File: config.mk
export PLATFORM = sky130hd
export DESIGN_NAME = pwlsi_ram
export DESIGN_NICKNAME = d
export VERILOG_FILES = /design/src/rtl/pwlsi_ram.sv
export SDC_FILE = /design/constraint.sdc
export NUM_CORES = 2
export LEC_CHECK = 0
export ABC_AREA = 0
export CAP_MARGIN = 40
export CORE_MARGIN = 4
export CORE_UTILIZATION = 47
export DETAILED_ROUTE_END_ITERATION = 8
export DONT_BUFFER_PORTS = 1
export PLACE_DENSITY = 0.69
export SETUP_SLACK_MARGIN = 0.05
export SYNTH_ARGS = -nofsm -noshare
export SYNTH_HDL_FRONTEND = slang
export SYNTH_SLANG_ARGS = --single-unit
File: constraint.sdc
create_clock -name clk -period 3.33 [get_ports clk]
set_clock_uncertainty 0.1 [all_clocks]
set_input_delay 0.333 -clock clk [delete_from_list [all_inputs] [get_ports clk]]
set_output_delay 0.333 -clock clk [all_outputs]
set_load 0.02 [all_outputs]
File: src/rtl/pwlsi_ram.sv
`timescale 1ns / 1ps

module pwlsi_ram #(
  parameter int WIDTH = 32,
  parameter int DEPTH = 64
) (
  input  logic                     clk,
  input  logic                     we,
  input  logic [$clog2(DEPTH)-1:0] waddr,
  input  logic [WIDTH-1:0]         wdata,
  input  logic [$clog2(DEPTH)-1:0] raddr,
  output logic [WIDTH-1:0]         rdata
);

  logic [WIDTH-1:0] mem [DEPTH];

  always_ff @(posedge clk) begin
    if (we) begin
      mem[waddr] <= wdata;
    end
    rdata <= mem[raddr];
  end

endmodule

== Word-level counts from Yosys, hierarchy flattened ==
Memory sizes are Yosys's and may differ from the RTL's. A register that Yosys moved wholly into a read port is not among the register bits.
Cells that the tools add are included.

* Mux-type cells: 2

{| class="wikitable"
|+ Operator list
! cell !! count
|-
| 2-to-1 mux 1 bit || 2
|}

* Word-level logic and storage cells: 3
* Bits in writable memories: 2048
* Output and inout bits: 32
* Register bits after elaboration: 0
* Memories kept: 1
* Input bits: 46

{| class="wikitable"
|+ Memory list
! memory !! words !! bits a word !! read ports !! clocked after Yosys merged registers in !! wr ports !! RTL line !! text
|-
| mem || 64 || 32 || 1 || 1 || 1 || 15 || <nowiki>logic [WIDTH-1:0] mem [DEPTH];</nowiki>
|}

== Depth between registers and ports, before layout ==
* Depth after elaboration: 2
* Gate-level depth with buffers: 10
* Depth with buffers taken out: 5

== Worst setup path after synthesis ==
Ideal clock, no wire load.

* Kind: input -> register
* Start point: input waddr[3]
* End point: memory mem[48][0], enable pin
* Data required time: 2.769 ns
* Slack: -0.263 ns
* Arrival time: 3.032 ns
* Stages on the path: 4
* Library setup time: 0.461 ns
* Cells stage by stage: clkbuf_1 -> nor2b_1 -> nand4b_1 -> nor3_1

{| class="wikitable"
|+ RTL lines
! item !! RTL line !! text
|-
| start, declared || 9 || <nowiki>input logic [$clog2(DEPTH)-1:0] waddr,</nowiki>
|-
| end, declared || 15 ||
|}

No word-level cell before the write port.

==> run metrics <==
share of cells above drive strength 1 between 20 and 30%; largest net degree at the start of global routing approximately 500; Synth Area in Compound Gates approximately 1.7%; Arr. time, crit path 4080 ps; Fmax about 280 MHz; clock share of power roughly 40%; total power about 53000 uW; Gate Count Post-Synth ~3300; worst-path fanout max a little over 500; maxcap violations 0; crit-path cells mux4_2 > mux2i_1 > a21oi_1 > a21oi_1 > nor2_1; Clock Latency Late Sink just over 800 ps; #FFs+latches synth ~2100; sequential cell area ~62000 um^2; port bufs 0; failing checks max-slew violations, negative setup slack; remaining antenna violation count 0; Comb pwr share under 10%; DP HPWL ~98000 um; initial core utilization approximately 47%; Routed WL 194000 um; Vias/cell ~6.3; Yosys top cell by area edfxtp_1; most frequent cells in the layout edfxtp_1 (2048), mux4_2 (544), clkbuf_16 (206), mux2i_1 (93), buf_4 (91); pwr dens between 500 and 600 nW/um^2; Yosys top cell area share between 70% and 80%; Mapped Avg Cell Area 23.6 um^2; synthesized net count 3370; post-cts sizing count 0; Bufs on Longest Clock Path 3; NetSw 10700 uW; critical path type input pin to flip-flop; DR DRC count 0; cell mode on critical path a21oi_1; most common cell after layout, fill and taps aside edfxtp_1; Mapped Area roughly 79000 um^2; Clock Tree Root clkbuf_16; largest family of logic cells by synthesized area multiplexers; max_slew headroom -78.0%; vias 36900; clk slew on worst S/H paths ~60 ps; Seq/Total Area, Yosys between 70% and 80%; Adder-Cell Fraction of Synth Area 0%; RSZ-0062 raised after global routing false; status finished with violations; Finished Layout Cells around 6000; Nets approximately 3600; max-slew violations around 350; placed cell count about 5400; # clock sinks between 2000 and 2500; GRT Residual Overflow 0; hold depth 3; first-pass GRT wire length 279000 um; Synth warnings 0; die area between 150000 and 200000 um^2; drt wl/cell approximately 33 um; CTS H-tree depth 4; CTS tree yes; Worst Reg-to-Reg Cells 5; post-synthesis mux area share 16.8%; Die W roughly 420 um; die span in y about 420 um; DRT iter0 DRCs around 5700; slew of the pin with the lowest slew margin between 2000 and 3000 ps; final worst slack -195 ps; fin crit share 106%; Setup crit start kind input pin; sequential share of power 54.9%; Final Hold Vio Count 0; core area around 170000 um^2; critical path's slowest cell mux4_2; multi-input logic area approximately 16000 um^2; Placer Congestion 0.774; leakage power between 0.02 and 0.03 uW; dpl ws approximately 480 ps; Layout area overhead 14.3%; simple-gate share of the synthesized area between 1 and 1.5%; Synth Area in XOR/XNOR 0%; main area contributors after synthesis edfxtp_1 (78%), mux4_2 (16%), mux2i_1 (1.2%); Final Setup Violations 5; WP data required 3890 ps; total CTS buffers a little under 200; Largest stage delay, worst path 1400 ps; VDD IR max 0.000475 V; CP Capture Type flip-flop; internal power ~42000 uW; initial antenna violation count 9; Total Routing Usage GR between 20% and 30%; FILL cells approximately 12000; num rows 149; final critical-path required period 3530 ps; Top-Level Pins just under 80; Distinct cells, synth 34; DR pass1 iterations 6; worst hold path type input pin to flip-flop; switch share 20.2%; vias in the first global route 37400
[synthesized netlist by cell type, drive strengths merged]
library cell  count
and2              2
nor3              7
or3               3
dfxtp            32
and3              4
a311oi            8
o221ai           27
nand4             2
nor2            137
a21oi            62
nand3b            5
or3b              5
nand2b            8
nand3             5
clkbuf           74
buf             108
a31oi             1
or2               3
nand2            26
o22ai            84
a41o              4
mux2i            93
a22oi            12
mux4            544
nor2b            15
edfxtp         2048
o32ai             4
nand4b            1
[power groups by stage]
stage	logic (uW)	clock network (uW)	registers, uW
floorplan	1410	0	29700
global placement	1550	0	29700
detailed placement	1560	0	29800
CTS	2200	22000	29200
global route	2320	23200	29200
finish	2260	21700	29200
[final timing paths]
path / start / to / slack, ps
worst max-delay path: raddr[0] / rdata[29] / -200
worst min-delay path: waddr[1] / mem[51][9] / 60
worst min register to register: mem[60][18] / rdata[18] / 760
worst max register to register: mem[51][14] / rdata[14] / 650
[sequential cells by signal, indices dropped and copies added, names as in the netlist]
signal and flops:
mem 2048, rdata 32
[layout make-up]
| type | instances | share of cell area (%) |
|---|---|---|
| sequential | 2080 | 69.3 |
| multi-input combinational | 1062 | 17.8 |
| clock buffer | 284 | 6.26 |
| tap | 2189 | 3.05 |
| timing repair buffer | 199 | 2.89 |
| clock inverter | 75 | 0.717 |
| antenna | 4 | 0.0112 |
[per-layer routing]
layer | GRT usage [%] | share of wire (%)
met1 | 32.1 | 38
met2 | 36.6 | 50
met3 | 3.69 | 9.6
met4 | 6.07 | 2.6
met5 | 0 | 0
[stage by stage]
step	util [%]	setup TNS [ps]	cell area [um^2]	hold WS, ps
after floorplan	-	0	78500	332
after global placement	49.5	0	82000	340
after detailed placement	49.6	0	82100	340
after CTS	54.2	0	89700	1.05
after global routing	54.2	0	89700	33.3
final	54.2	-541	89700	57.3
[cells by family after synthesis]
logic type / count (synthesis)
simple gates: 223
mux: 637
compound gates: 202
buf+inv: 182
flops: 2080
[worst max-delay path, delay by kind of cell]
| family | cells | cell delay [ps] |
|---|---|---|
| compound gates | 2 | 750 |
| mux | 2 | 1680 |
| simple gates | 1 | 100 |
[repair_timing]
action | in CTS | in global routing
setup buffers | 0 | 0
hold buffers | 80 | 0
hold endpoints to repair | 2097 | 0
Note: power is estimated with default switching activity, not from simulation.
