## config.mk

```make
export PLATFORM = sky130hd
export DESIGN_NAME = pwlsi_div
export DESIGN_NICKNAME = d
export VERILOG_FILES = /design/src/rtl/pwlsi_pkg.sv /design/src/rtl/pwlsi_div.sv
export SDC_FILE = /design/constraint.sdc
export NUM_CORES = 1
export LEC_CHECK = 0
export BUFFER_PORTS_ARGS = -buffer_cell sky130_fd_sc_hd__buf_2
export CAP_MARGIN = 20
export CELL_PAD_IN_SITES_DETAIL_PLACEMENT = 0
export CELL_PAD_IN_SITES_GLOBAL_PLACEMENT = 2
export CORE_MARGIN = 2
export CORE_UTILIZATION = 36
export DETAILED_ROUTE_END_ITERATION = 7
export GPL_TIMING_DRIVEN = 1
export HOLD_SLACK_MARGIN = 0.08
export PLACE_DENSITY = 0.91
export SLEW_MARGIN = 10
export SYNTH_ARGS = -nofsm -noshare
export SYNTH_HDL_FRONTEND = slang
export SYNTH_SLANG_ARGS = --single-unit
```

## constraint.sdc

```tcl
create_clock -name clk -period 6.2 [get_ports clk]
set_input_delay 0.62 -clock clk [delete_from_list [all_inputs] [get_ports clk]]
set_output_delay 0.62 -clock clk [all_outputs]
set_load 0.01 [all_outputs]
```

## src/rtl/pwlsi_pkg.sv

```systemverilog
`timescale 1ns / 1ps

package pwlsi_pkg;

  localparam int TABLE_DEPTH_DEF = 64;

  localparam int VALUE_W    = 16;
  localparam int ENTRY_W    = 2 * VALUE_W;
  localparam int OPERAND_W  = VALUE_W + 1;
  localparam int PROD_W     = 2 * OPERAND_W;
  localparam int DIVIDEND_W = 31;
  localparam int DIVISOR_W  = VALUE_W;

  localparam logic [VALUE_W-1:0] ONE_Q15 = 16'h8000;

  localparam logic [1:0] OP_LOAD = 2'd0;
  localparam logic [1:0] OP_FWD  = 2'd1;
  localparam logic [1:0] OP_INV  = 2'd2;

  localparam logic [1:0] REG_POINT_COUNT = 2'd0;
  localparam logic [1:0] REG_GAMMA_START = 2'd1;
  localparam logic [1:0] REG_GAMMA_END   = 2'd2;

  function automatic logic [VALUE_W-1:0] sat_one(input logic [VALUE_W-1:0] v);
    sat_one = (v > ONE_Q15) ? ONE_Q15 : v;
  endfunction

endpackage

```

## src/rtl/pwlsi_div.sv

```systemverilog
`timescale 1ns / 1ps

// Restoring divider, one quotient bit per cycle.
module pwlsi_div (
  input  logic                             clk,
  input  logic                             rst,
  input  logic                             start,
  input  logic [pwlsi_pkg::DIVIDEND_W-1:0] dividend,
  input  logic [pwlsi_pkg::DIVISOR_W-1:0]  divisor,
  output logic                             done,
  output logic [pwlsi_pkg::DIVIDEND_W-1:0] quotient
);

  localparam int NW    = pwlsi_pkg::DIVIDEND_W;
  localparam int DW    = pwlsi_pkg::DIVISOR_W;
  localparam int CNT_W = $clog2(NW + 1);

  logic [DW-1:0]    rem;
  logic [DW-1:0]    rem_next;
  logic [NW-1:0]    quo;
  logic [CNT_W-1:0] cnt;
  logic             busy;
  logic [DW:0]      shifted;
  logic [DW:0]      diff;
  logic             fits;

  always_comb begin
    shifted  = {rem, quo[NW-1]};
    diff     = shifted - {1'b0, divisor};
    fits     = shifted >= {1'b0, divisor};
    rem_next = fits ? diff[DW-1:0] : shifted[DW-1:0];
  end

  always_ff @(posedge clk) begin
    if (rst) begin
      busy <= 1'b0;
      done <= 1'b0;
      cnt  <= '0;
    end else begin
      done <= 1'b0;
      if (start) begin
        busy <= 1'b1;
        cnt  <= CNT_W'(NW);
      end else if (busy) begin
        cnt <= cnt - 1'b1;
        if (cnt == CNT_W'(1)) begin
          busy <= 1'b0;
          done <= 1'b1;
        end
      end
    end
  end

  always_ff @(posedge clk) begin
    if (start) begin
      rem <= '0;
      quo <= dividend;
    end else if (busy) begin
      rem <= rem_next;
      quo <= {quo[NW-2:0], fits};
    end
  end

  assign quotient = quo;

endmodule

```

Word level (Yosys, flattened, before mapping)
Cells that the tools add are included.
W data, S select, Z words.
Word-level totals
  register bits: 54
  input bits: 50
  output and inout port bits: 32
  word-level logic and storage cells: 21
Operators by class
  $add $sub $neg: 2
  $lt $le $gt $ge: 1
  eq/ne operators: 1
  multiplexer cells: 9
  bitwise gates (word level): 1
  reductions and logical operators: 2
Operator list (number)
  $mux W31: 2
  $ge A17 B16 Y1: 1
  $mux W16: 1
  $sub A16 B16 Y16: 1
  $mux W5: 2
  $eq A5 B1 Y1 const B: 1
  $sub A5 B1 Y5 const B: 1
  $mux W1: 4
  $reduce_or A3 Y1: 1
  $reduce_bool A2 Y1: 1
  $not A1 Y1: 1

Longest topological paths before layout
  depth after elaboration: 4
  mapped depth: 10
  depth with buffers taken out: 9

Worst setup path after synthesis
No wires, ideal clock.
  kind: in2reg
  start point: input divisor[0] (netlist name)
  end point: register rem[12]
  setup time: 0.123 ns
  data arrival time: 2.328 ns
  data required time: 6.077 ns
  setup slack: 3.749 ns
  cell stages on the path: 8
  cell sequence: ha_1 > fa_1 > nand2b_1 > a211oi_1 > o21ai_1 > a311oi_1 > xnor2_1 > o21ai_1
Between the ends
  longest elaborated chain between the ends: 2
RTL lines
  start, declared: line pwlsi_div.sv:9  | input logic [pwlsi_pkg::DIVISOR_W-1:0] divisor,
  $sub A16 B16 Y16 or $ge A17 B16 Y1 (tied branches): line pwlsi_div.sv:29, pwlsi_div.sv:30
  $mux W16 (*): line pwlsi_div.sv:31  | rem_next = fits ? diff[DW-1:0] : shifted[DW-1:0];
  end signal, assigned: line pwlsi_div.sv:59  | rem <= rem_next;
  end, declared: line pwlsi_div.sv:18  | logic [DW-1:0] rem;
Mark *: on every way between the ends. The rest lies on a longest branch, timed or not.
A chain may end at the register's enable or synchronous reset.

Final worst setup path
  start point: input divisor[10] (netlist name)
  end point: register rem[11]
The elaborated chain is that of the path after synthesis.

==> metrics <==
status completed; die width a little over 100 um; first-pass GRT wire length 13100 um; die outline height around 100 um; DP Wirelength around 6300 um; slew margin rel. 0.307; post-cts repair resize count 0; Non-Filler Instances between 500 and 600; Syn Std Cell Area around 3400 um^2; reg2reg start quotient[30]; P_sw 0.255 mW; Clock Tree Root clkbuf_8; Worst-path clk slew 0.10 ns; Max Cap Viol 0; vias post-DR approximately 2800; Syn-to-layout area delta 18.5%; initial antenna violation count 0; top-count cell post-synth nor2_1; top cells by area, synth edfxtp_1 (28%), dfxtp_1 (14%), mux2_2 (10%); CTS Buffer Depth 2; worst reg2reg path depth 9; Period minus WS final ~2.6 ns; Worst-Margin Slew between 1 and 1.5 ns; grt total ovfl 0; Fin. Hold Viols 0; Flop pwr share 0.494; DR vias/cell 5.40; CTS buffer count 5; Max H-tree Level 2; number of global-route vias before repair approximately 2600; Worst R2R Setup Slack 3.67 ns; Starting Density 0.367; CORE AREA just over 9000 um^2; global placement routability congestion 0.807; hold buffer count at CTS 0; Hold Path Origin rem[10]; CP Cell Sequence buf_2 > inv_1 > ha_1 > and4_1 > nor3b_2 > a31oi_2 > nand3_1 > a311oi_2; Int Pwr between 0.6 and 0.7 mW; synth warn 0; layout cell share with drive strength beyond 1 0.317; DR pass1 iterations 4; post-route clock period utilization 0.416; Synth area leader edfxtp_1; crit path kind in -> reg; largest net degree at the start of global routing 47; Worst Hold Class reg -> reg; total chip power 0.891 mW; top cells by count, synth nor2_1 (37), edfxtp_1 (31), mux2_2 (31); PwrDens 224 nW/um^2; DRT antenna net count 0; Fin Setup TNS 0 ns; Starting DRT DRC Count 176; drt total wl just over 8000 um; die area around 10000 um^2; Clock Sinks between 50 and 60; Comb power frac 0.241; # IOs between 80 and 90; hold path endpoint rem[10]; Primary FF master, synth edfxtp_1; Synth async-reset ratio 0; type of origin of the critical path primary input; Critical Path Sink Type flip-flop; Cells after DPL between 500 and 600; syn_nets 408; Final #Nets approximately 480; Setup Viol. Count Final 0; Clk pwr share 0.265; maximum VDD drop approximately 0.095 mV; Leak roughly 1.7 nW; Worst EP required roughly 6.4 ns; Synth cell types 59; post-synth top area share 0.277; final slew viol count 0; hold path depth 2; worst hold margin approximately 0.52 ns; PortBufs 81; clk_lat worst skew 0.30 ns; Syn Inst Count roughly 340; Post-synth EDFFs 31; max incr delay on CP roughly 0.76 ns; #FFs+latches synth 54; GRT Util Overall 0.163; post-synthesis sequential area ratio 0.414; WP data arrival 2.79 ns; Critical Path Fanout Max 18; DR WL/cell approximately 16 um; clk_skew roughly 0.012 ns; Antenna Cells 0; DR DRC count 0; syn_area_per_cell between 9 and 10 um^2; CTS tree yes; CP max stage cell a31oi_2; Std-Cell Rows 35; Post-CTS Setup Bufs 0; RR Endpoint rem[12]; RSZ-0062 raised after global routing no; sw frac 0.286; f_max ~0.39 GHz
[metal layers]
| metal | GRT usage | share of wire | vias to the layer above |
|---|---|---|---|
| met1 | 0.239 | 0.47 | 1374 |
| met3 | 0.0277 | 0.041 | 6 |
| met5 | 0 | 0 | - |
| met4 | 0.0327 | 0.0076 | 0 |
| li1 | - | - | 1416 |
| met2 | 0.252 | 0.48 | 50 |
[stage by stage]
stage / instance area (um^2) / utilization / worst slack [ns]
2_1_floorplan: 3360 / - / 3.75
3_3_place_gp: 3840 / 0.420 / 3.36
3_5_place_dp: 3840 / 0.420 / 3.33
4_1_cts: 3960 / 0.432 / 3.43
5_1_grt: 3980 / 0.435 / 3.43
6_report: 3980 / 0.435 / 3.62
[layout make-up]
type | count | area (um^2)
Clock inverter | 2 | 37.5
Sequential cell | 54 | 1390
Multi-Input combinational cell | 246 | 1810
Tap cell | 111 | 139
Clock buffer | 6 | 72.6
Fill cell | 913 | 5170
Timing Repair Buffer | 83 | 440
Inverter | 25 | 93.8
[how the worst max path moves through the flow]
| stage | slack, ns | start | to |
|---|---|---|---|
| 6_report | 3.62 | divisor[10] | rem[11] |
| 5_1_grt | 3.43 | divisor[14] | rem[3] |
| 4_1_cts | 3.43 | busy | quotient[2] |
| 3_5_place_dp | 3.33 | start | quotient[4] |
| 3_3_place_gp | 3.36 | divisor[8] | quotient[0] |
| 2_1_floorplan | 3.75 | divisor[0] | rem[12] |
[power groups by stage]
stage / Clock, mW / Combinational, mW / Sequential (mW)
5_1_grt: 0.253 / 0.240 / 0.446
3_5_place_dp: 0 / 0.211 / 0.449
3_3_place_gp: 0 / 0.210 / 0.448
2_1_floorplan: 0 / 0.136 / 0.453
6_report: 0.236 / 0.215 / 0.441
4_1_cts: 0.241 / 0.213 / 0.441
[layout by cell type (no fill, tap or decap), drive strengths merged, types with 6 or more instances in the layout]
cell / instances
mux2: 31
nor2: 37
nand2: 16
dfxtp: 23
a21oi: 22
nand3: 13
edfxtp: 31
clkbuf: 6
nand4: 6
o21ai: 22
ha: 18
buf: 83
a311oi: 10
inv: 24
[worst max-delay path: cells and delay by family]
kind / cells / cell delay (ns)
AND/OR/NAND/NOR: 3 / 0.59
adder cells (fa/ha/maj): 1 / 0.41
buffers and inverters: 2 / 0.11
AO/OA/AOI/OAI: 2 / 1.05
[sequential cells by signal, summed over array words and instances (netlist names)]
register	count
done	1
rem	16
quotient	31
busy	1
cnt	5
[cell families after synthesis]
| group | after synthesis | share of synthesized area |
|---|---|---|
| AO/OA/AOI/OAI | 87 | 0.188 |
| XOR/XNOR | 10 | 0.0261 |
| adder cells (fa/ha/maj) | 19 | 0.0730 |
| buffers and inverters | 39 | 0.0480 |
| flip-flops | 54 | 0.414 |
| multiplexers | 31 | 0.104 |
| AND/OR/NAND/NOR | 99 | 0.147 |
(Power assumes the default switching activity.)
